File: config.mk
export PLATFORM = sky130hd
export DESIGN_NAME = rpt_cell
export DESIGN_NICKNAME = d
export VERILOG_FILES = /design/src/rpt_pkg.sv /design/src/rpt_cell.sv
export SDC_FILE = /design/constraint.sdc
export NUM_CORES = 1
export LEC_CHECK = 0
export BUFFER_PORTS_ARGS = -buffer_cell sky130_fd_sc_hd__clkbuf_2
export CORE_AREA = 2 2 212 214
export DETAILED_ROUTE_END_ITERATION = 8
export DIE_AREA = 0 0 214 216
export MAX_ROUTING_LAYER = met4
export PLACE_DENSITY_LB_ADDON = 0.15
export SYNTH_ARGS = -nofsm -noshare
export SYNTH_HDL_FRONTEND = slang
export SYNTH_SLANG_ARGS = --single-unit
File: constraint.sdc
create_clock -name clk -period 7.3 [get_ports clk]
set_input_delay 0.73 -clock clk [delete_from_list [all_inputs] [get_ports clk]]
set_output_delay 0.73 -clock clk [all_outputs]
set_load 0.05 [all_outputs]
File: src/rpt_pkg.sv
// shared types, constants and helpers for the region permission table
package rpt_pkg;

  localparam int MaxRegions    = 16;
  localparam int MaxVmids      = 16;
  localparam int MetaLineBytes = 64;

  localparam logic [40:0] LimitBytes = 41'h100_0000_0000;
  localparam logic [27:0] MaxCount   = 28'hFFF_FFFF;

  typedef enum logic [2:0] {
    OP_CREATE  = 3'd0,
    OP_GRANT   = 3'd1,
    OP_REVOKE  = 3'd2,
    OP_DESTROY = 3'd3,
    OP_QUERY   = 3'd4,
    OP_CHECK   = 3'd5
  } op_t;

  typedef enum logic [2:0] {
    ST_OK        = 3'd0,
    ST_NOTFOUND  = 3'd1,
    ST_DENIED    = 3'd2,
    ST_INVALID   = 3'd3,
    ST_EXHAUSTED = 3'd4,
    ST_FULL      = 3'd5
  } status_t;

  typedef enum logic [1:0] {
    CFG_VMID_COUNT = 2'd0,
    CFG_PAGE_LOG2  = 2'd1,
    CFG_META_BASE  = 2'd2,
    CFG_META_BYTES = 2'd3
  } cfg_index_t;

  typedef enum logic [1:0] {
    S_IDLE,
    S_SCAN,
    S_EXEC,
    S_OUT
  } state_t;

  // lookup key travelling down the cell chain
  typedef struct packed {
    logic        by_page;
    logic [31:0] id;
    logic [35:0] page;
  } key_t;

  // match result travelling down the cell chain
  typedef struct packed {
    logic        hit;
    logic        any_free;
    logic [7:0]  idx;
    logic [7:0]  free_idx;
    logic [31:0] id;
    logic [35:0] base_page;
    logic [27:0] page_count;
    logic [3:0]  owner;
    logic [47:0] meta_base;
  } match_t;

  // metadata bytes per page for a given vm count
  function automatic logic [8:0] meta_per_page(input logic [8:0] vms);
    logic [8:0] m;
    m = vms + 9'(MetaLineBytes - 1);
    return 9'((m / 9'(MetaLineBytes)) * 9'(MetaLineBytes));
  endfunction

endpackage

File: src/rpt_cell.sv
// one table entry: holds a region and compares it against the passing key
module rpt_cell #(
  parameter int Index = 0
) (
  input  logic            clk,
  input  logic            rst,
  input  rpt_pkg::key_t   key,
  input  rpt_pkg::match_t match_in,
  output rpt_pkg::match_t match_out,
  input  logic            wr_en,
  input  logic            clr_en,
  input  logic [31:0]     wr_id,
  input  logic [35:0]     wr_base_page,
  input  logic [27:0]     wr_page_count,
  input  logic [3:0]      wr_owner,
  input  logic [47:0]     wr_meta_base
);
  import rpt_pkg::*;

  logic        valid;
  logic [31:0] id;
  logic [35:0] base_page;
  logic [27:0] page_count;
  logic [3:0]  owner;
  logic [47:0] meta_base;
  logic        hit_here;
  logic [36:0] page_off;
  match_t      match_next;

  // entry storage
  always_ff @(posedge clk) begin
    if (rst) begin
      valid <= 1'b0;
    end else if (wr_en) begin
      valid <= 1'b1;
    end else if (clr_en) begin
      valid <= 1'b0;
    end
    if (wr_en) begin
      id         <= wr_id;
      base_page  <= wr_base_page;
      page_count <= wr_page_count;
      owner      <= wr_owner;
      meta_base  <= wr_meta_base;
    end
  end

  // compare by id or by page range
  always_comb begin
    page_off = {1'b0, key.page} - {1'b0, base_page};
    if (key.by_page) begin
      hit_here = valid && !page_off[36] && (page_off[35:0] < {8'd0, page_count});
    end else begin
      hit_here = valid && (id == key.id);
    end
  end

  // lower index wins: pass an earlier hit through
  always_comb begin
    match_next = match_in;
    if (!match_in.any_free && !valid) begin
      match_next.any_free = 1'b1;
      match_next.free_idx = 8'(Index);
    end
    if (!match_in.hit && hit_here) begin
      match_next.hit        = 1'b1;
      match_next.idx        = 8'(Index);
      match_next.id         = id;
      match_next.base_page  = base_page;
      match_next.page_count = page_count;
      match_next.owner      = owner;
      match_next.meta_base  = meta_base;
    end
  end

  always_ff @(posedge clk) begin
    match_out <= match_next;
  end

endmodule

==> results of run 1 <==
[worst max-delay path by stage]
| stage | startpoint | endpoint | slack (ns) | depth (start not counted) |
|---|---|---|---|---|
| floorplan | key[4] | match_out[146]$_DFF_P_ | 1.34 | 21 |
| global placement | key[0] | match_out[83]$_DFF_P_ | 0.52 | 22 |
| detailed placement | key[0] | match_out[49]$_DFF_P_ | 0.46 | 23 |
| CTS | base_page[0]$_DFFE_PP_ | match_out[49]$_DFF_P_ | 0.82 | 21 |
| global route | base_page[1]$_DFFE_PP_ | match_out[86]$_DFF_P_ | 0.40 | 22 |
| finish | base_page[0]$_DFFE_PP_ | match_out[47]$_DFF_P_ | 0.87 | 21 |
[layout make-up]
class                           count  area [µm²]
Antenna cell                        9        22.5
Clock inverter                     12         131
Timing Repair Buffer              557        2830
Fill cell                        4373       26300
Clock buffer                       53        1030
Inverter                           79         297
Tap cell                          592         741
Sequential cell                   315        7790
Multi-Input combinational cell    564        4690
[cells by family after synthesis]
family | synth area share
flops | 0.597
xor+xnor | 0.0410
compound gates | 0.0687
mux | 0.129
buf+inv | 0.0433
simple gates | 0.0583
fa+ha+maj | 0.0620
[per-layer routing]
| layer | global-route usage | vias up |
|---|---|---|
| met1 | 0.189 | 4520 |
| met3 | 0.0686 | 55 |
| met2 | 0.312 | 363 |
| met4 | 0.0534 | 0 |
| li1 | - | 4690 |
| met5 | - | - |
[placed cells by master, fill, tap and decap left out, drive strengths merged, types with 6 or more instances in the layout]
cell and n:
nor2 34, nor2b 16, clkinv 7, nand2 39
diode 9, xor2 16, buf 6, mux2 148
xnor2 45, ha 63, dfxtp 167, o21a 6
o21ai 28, clkbuf 604, a31oi 6, nand4 19
edfxtp 148, inv 81, a21o 11, a21oi 48
nand3 13
[synthesized netlist by cell type, types with 19 or more instances]
library cell,number,area (µm²)
dfxtp_1,167,3340
edfxtp_1,148,4440
mux2_1,121,1360
inv_1,79,297
ha_1,63,788
a21oi_1,47,235
xnor2_1,45,394
nand2_1,39,146
nor2_1,34,128
mux2_2,27,304
o21ai_0,25,125
nand4_1,19,119
[where the power goes]
part	internal [mW]	switching, mW
Combinational	0.292	0.486
Clock	1.06	0.725
Sequential	1.98	0.0502
[flip-flops by register name (all words and copies together), names as in the netlist]
name        flops
match_out     166
meta_base      48
base_page      36
id             32
page_count     28
owner           4
valid           1
[metrics by stage]
step	std cells	hold slack [ns]	setup WS, ns	utilization	total power, mW
2_1_floorplan	989	0.399	1.34	-	2.55
6_report	2181	0.342	0.870	0.400	4.59
5_1_grt	2179	0.312	0.403	0.400	4.81
4_1_cts	2172	0.305	0.818	0.399	4.66
3_5_place_dp	2107	0.441	0.460	0.373	2.85
3_3_place_gp	2107	0.433	0.524	0.373	2.84
[worst register-to-register path, cell delays in order (launching register included)]
cell and delay [ns]:
edfxtp_1 0.42, ha_1 0.24, fa_1 0.42, nor2b_1 0.19, o2111ai_1 0.15, a21boi_1 0.33
a31oi_1 0.27, o21bai_1 0.29, a21oi_1 0.15, o221ai_1 0.20, xor2_1 0.18, ha_1 0.24
nand4_1 0.11, a21oi_1 0.06, a311o_1 0.32, or4_1 0.48, a41oi_1 0.21, nand4_1 0.13
or4_1 0.54, o41ai_4 0.53, buf_4 0.45, mux2_1 0.40
==> impl_results.md, run 1 <==
- Crit path time final: 6.43 ns
- Post-Syn Area: 13000 µm²
- Top delay family on crit path: compound AO/OA/AOI/OAI gates
- NumNets Final: 2004
- Global-route wire length before repair: 60600 µm
- DRC viols: 0
- Crit-path max FO: 27
- TritonRoute pass-1 iters: 5
- Routed WL: 41200 µm
- Clock root buffer: clkbuf_16
- Hold Startpoint: rst
- Total track usage: 0.180
- Initial drt markers: 387
- CTS max path bufs: 3
- Flop-to-flop setup slack: 0.87 ns
- P&R area growth vs syn: 34.5%
- CP endpoint kind: register
- Achievable frequency: 0.156 GHz
- Reg2reg start: base_page[0]$_DFFE_PP_
- Fin Setup TNS: 0 ns
- Htree depth: 2
- Rel. slew slack: 0.365
- Pin count of the biggest net entering global routing: 80
- Post-Layout Inst Area: 17500 µm²
- Pwr Density: 262 nW/µm²
- Yosys reg bits: 315
- Site Rows: 77
- Async S/R FF share, synth: 0
- Main flop type after synthesis: dfxtp_1
- Count of unique library cells instantiated by Yosys: 60
- Slowest-stage cell, CP: or4_1
- Vias per cell: 4.41
- Share of layout cells above drive strength 1: 0.408
- Peak VDD IR: 210 µV
- Routed vias: 9628
- Hold depth: 2
- PostCTS Resize Cnt: 0
- Crit start category: register
- # Post-CTS Setup Buffers: 0
- Full die area: 46200 µm²
- Syn_nets: 1440
- Met3 wire length: 3760 µm
- Grt total ovfl: 0
- Initial Util: 0.297
- Worst Max-Slew Pin Slew: 0.952 ns
- I/O pins: 553
- RSZ-0062 raised after global routing: no
- Port buffer count: 552
- Routed length on met1: 15400 µm
- Max_cap viols: 0
- Max Used Layer: met4
- Core box area: 43800 µm²
- Fin. Hold Viols: 0
- Vias in the first global route: 10183
- DR WL/cell: 18.9 µm
- CP Cell Sequence: ha_1 > fa_1 > nor2b_1 > o2111ai_1 > a21boi_1 > a31oi_1 > o21bai_1 > a21oi_1 > o221ai_1 > xor2_1 > ha_1 > nand4_1 > a21oi_1 > a311o_1 > or4_1 > a41oi_1 > nand4_1 > or4_1 > o41ai_4 > buf_4 > mux2_1
- Syn Area/Cell: 13.2 µm²
- Initial antenna violation count: 9
- Mapped Cells: 989
- CP bufs+invs: 1
- Cts bufs inserted: 36
- Die X: 214 µm
- Clk_skew: 0.0128 ns
- LEAKAGE: 8.02 nW
- Met2 wire len: 21000 µm
- WHS Endpoint: valid$_SDFFE_PP0P_
- ANT nets after route: 0
- Worst Path Required: 7.72 ns
- Hold_buf cts: 0
- FF-to-FF path depth: 21
- Max incr delay on CP: 0.54 ns
- Arr. time, crit path: 6.85 ns
- GPL Wtd Cong: 0.899
- Clock latency on the worst-skew pair: 0.54 ns
- Reg-to-reg endpoint: match_out[47]$_DFF_P_
- CTS tree: built
- Hpwl dp: 33100 µm
- Placed inst area: 16300 µm²
- HP Class: in -> reg
- Die height: 216 µm
- Period Utilization, post-route: 0.881
- Reg clk slew, reported paths: 0.06 ns
- Number of synthesized flops with an enable pin: 148
- Final slew viol count: 0
- Setup Crit Path Kind: reg -> reg
- Status: finished, final reports clean
- # setup viols final: 0
- Ys Warns: 0
- Clock sinks: 315
- Register area share after synthesis: 0.597
No activity file was read; power rests on OpenSTA's default activity.
==> inputs of run 2 (changes only) <==
- RECOVER_POWER: default -> 50
==> run 2 against run 1 <==
Compared with the run above: the run now ends with capacitance limit, slew limit left; sequential power barely moved; setup slack got worse by 0.0012 ns; utilization fell by 0.26 points; critical path type unchanged; largest power group unchanged.
==> impl_results.md, run 2 (synthesis results as in run 1) <==
- Routed WL: 41200 µm (+0.13%)
- Die height: 216 µm (unchanged)
- Peak VDD IR: 206 µV (-2.1%)
- Hpwl dp: 33100 µm (unchanged)
- Top delay family on crit path: compound AO/OA/AOI/OAI gates
- Routed vias: 9621 (-0.073%)
- I/O pins: 553 (unchanged)
- # Post-CTS Setup Buffers: 0 (unchanged)
- Period Utilization, post-route: 0.881 (about the same)
- Status: complete, but fails checks
- RSZ-0062 raised after global routing: no
- Tot Pwr: 4.58 mW (about the same)
- Initial antenna violation count: 9 (unchanged)
- LEAKAGE: 7.76 nW (-3.2%)
- CTS max path bufs: 3 (unchanged)
- NumNets Final: 2004 (unchanged)
- Grt total ovfl: 0 (unchanged)
- Cts bufs inserted: 36 (unchanged)
- Hold_buf cts: 0 (unchanged)
- CP bufs+invs: 1 (unchanged)
- Max_cap viols: 1 (+1)
- TritonRoute pass-1 iters: 5 (unchanged)
- PostCTS Resize Cnt: 0 (unchanged)
- Clock network fraction of design power: 0.389 (about the same)
- Max incr delay on CP: 0.54 ns (about the same)
- Die X: 214 µm (unchanged)
- Vias in the first global route: 10183 (unchanged)
- Psw: 1.26 mW (+0.12%)
- CP endpoint kind: register
- # setup viols final: 0 (unchanged)
- DRC viols: 0 (unchanged)
- Achievable frequency: 0.155 GHz (about the same)
- Site Rows: 77 (unchanged)
- Pwr Density: 263 nW/µm² (+0.60%)
- FF-to-FF path depth: 21 (unchanged)
- Most common cell after layout, fill and taps aside: clkbuf_2
- Internal Power: 3.32 mW (-0.13%)
- Commonest non-fill, non-tap cells in the layout: clkbuf_2, dfxtp_1, edfxtp_1
- Htree depth: 2 (unchanged)
- GPL Wtd Cong: 0.899 (unchanged)
- Crit-path max FO: 27 (unchanged)
- Pin count of the biggest net entering global routing: 80 (unchanged)
- Crit path depth: 21 (unchanged)
- Initial drt markers: 354 (-8.5%)
- Worst Max-Slew Pin Slew: 4.67 ns (+3.72 ns)
- CTS tree: built
- HP Class: in -> reg
- Crit path time final: 6.43 ns (+0.00124 ns)
- Rel. slew slack: -2.11 (-2.48)
- Clock root buffer: clkbuf_16
- Hold depth: 2 (unchanged)
- DR WL/cell: 18.9 µm (+0.13%)
- Reg power frac: 0.442 (about the same)
- Clk_skew: 0.0142 ns (+0.00133 ns)
- Comb power frac: 0.168 (-0.002)
- Total track usage: 0.180 (unchanged)
- Clock latency on the worst-skew pair: 0.54 ns (about the same)
- Top flop regs: match_out: 166 flops, meta_base: 48 flops, base_page: 36 flops
- Initial Util: 0.297 (unchanged)
- Largest reg by FF count: match_out
- Sw Share: 0.275 (+0.000497)
- Global-route wire length before repair: 60600 µm (unchanged)
- Worst Path Required: 7.72 ns (about the same)
- Crit start category: register
- Port buffer count: 552 (unchanged)
- Reg clk slew, reported paths: 0.06 ns (about the same)
- Setup Crit Path Kind: reg -> reg
- Slowest-stage cell, CP: or4_1
- CP Cell Sequence: ha_1 > fa_1 > nor2b_1 > o2111ai_1 > a21boi_1 > a31oi_1 > o21bai_1 > a21oi_1 > o221ai_1 > xor2_1 > ha_1 > nand4_1 > a21oi_1 > a311o_1 > or4_1 > a41oi_1 > nand4_1 > or4_1 > o41ai_4 > buf_4 > mux2_1
- Clock sinks: 315 (unchanged)
- Full die area: 46200 µm² (unchanged)
- ANT nets after route: 0 (unchanged)
- Share of layout cells above drive strength 1: 0.353 (-0.0544)
- Fin Setup TNS: 0 ns (unchanged)
- Failing checks: capacitance limit, slew limit
- Largest register FFs: 166 (unchanged)
- Final slew viol count: 80 (+80)
- Core box area: 43800 µm² (unchanged)
- Vias per cell: 4.41 (about the same)
- P&R area growth vs syn: 33.6%
- Fin. Hold Viols: 0 (unchanged)
- Arr. time, crit path: 6.85 ns (about the same)
[run 2: cell types whose count changed in the layout (fill, tap and decap cells not counted)]
cell and change:
buf_6 -1, clkbuf_2 -85, clkbuf_1 +86
[run 2: final cells by class]
cell class | count | area (µm²)
Multi-Input combinational cell | 564 | 4690
Clock inverter | 12 | 131
Timing Repair Buffer | 557 | 2720
Inverter | 79 | 297
Fill cell | 4406 | 26400
Antenna cell | 9 | 22.5
Clock buffer | 53 | 1030
Sequential cell | 315 | 7790
Tap cell | 592 | 741
[run 2: power groups by stage]
stage               Combinational, mW  Sequential, mW  Clock, mW
floorplan                       0.332            2.22          0
global placement                0.781            2.06          0
detailed placement              0.785            2.06          0
CTS                             0.789            2.03       1.84
global route                    0.848            2.04       1.92
finish                          0.771            2.03       1.78
[run 2: metrics by stage]
stage	util	worst slack [ns]	area, µm²	instances	hold slack (ns)
floorplan	-	1.34	13000	989	0.399
global placement	0.373	0.524	16300	2107	0.433
detailed placement	0.373	0.460	16300	2107	0.441
CTS	0.399	0.818	17500	2172	0.305
global route	0.397	0.403	17400	2179	0.312
finish	0.397	0.869	17400	2181	0.342
[run 2: worst paths after layout]
path                           start                     to  slack (ns)
max           base_page[0]$_DFFE_PP_  match_out[47]$_DFF_P_        0.87
max reg2reg   base_page[0]$_DFFE_PP_  match_out[47]$_DFF_P_        0.87
min reg2reg  meta_base[28]$_DFFE_PP_  match_out[28]$_DFF_P_        0.45
min                              rst     valid$_SDFFE_PP0P_        0.34
[run 2: layer usage]
layer	routed length, µm	vias to the layer above	global-route usage
met1	15500	4514	0.189
met2	21000	363	0.312
met4	968	0	0.0534
met5	0	-	-
met3	3770	57	0.0686
li1	-	4687	-
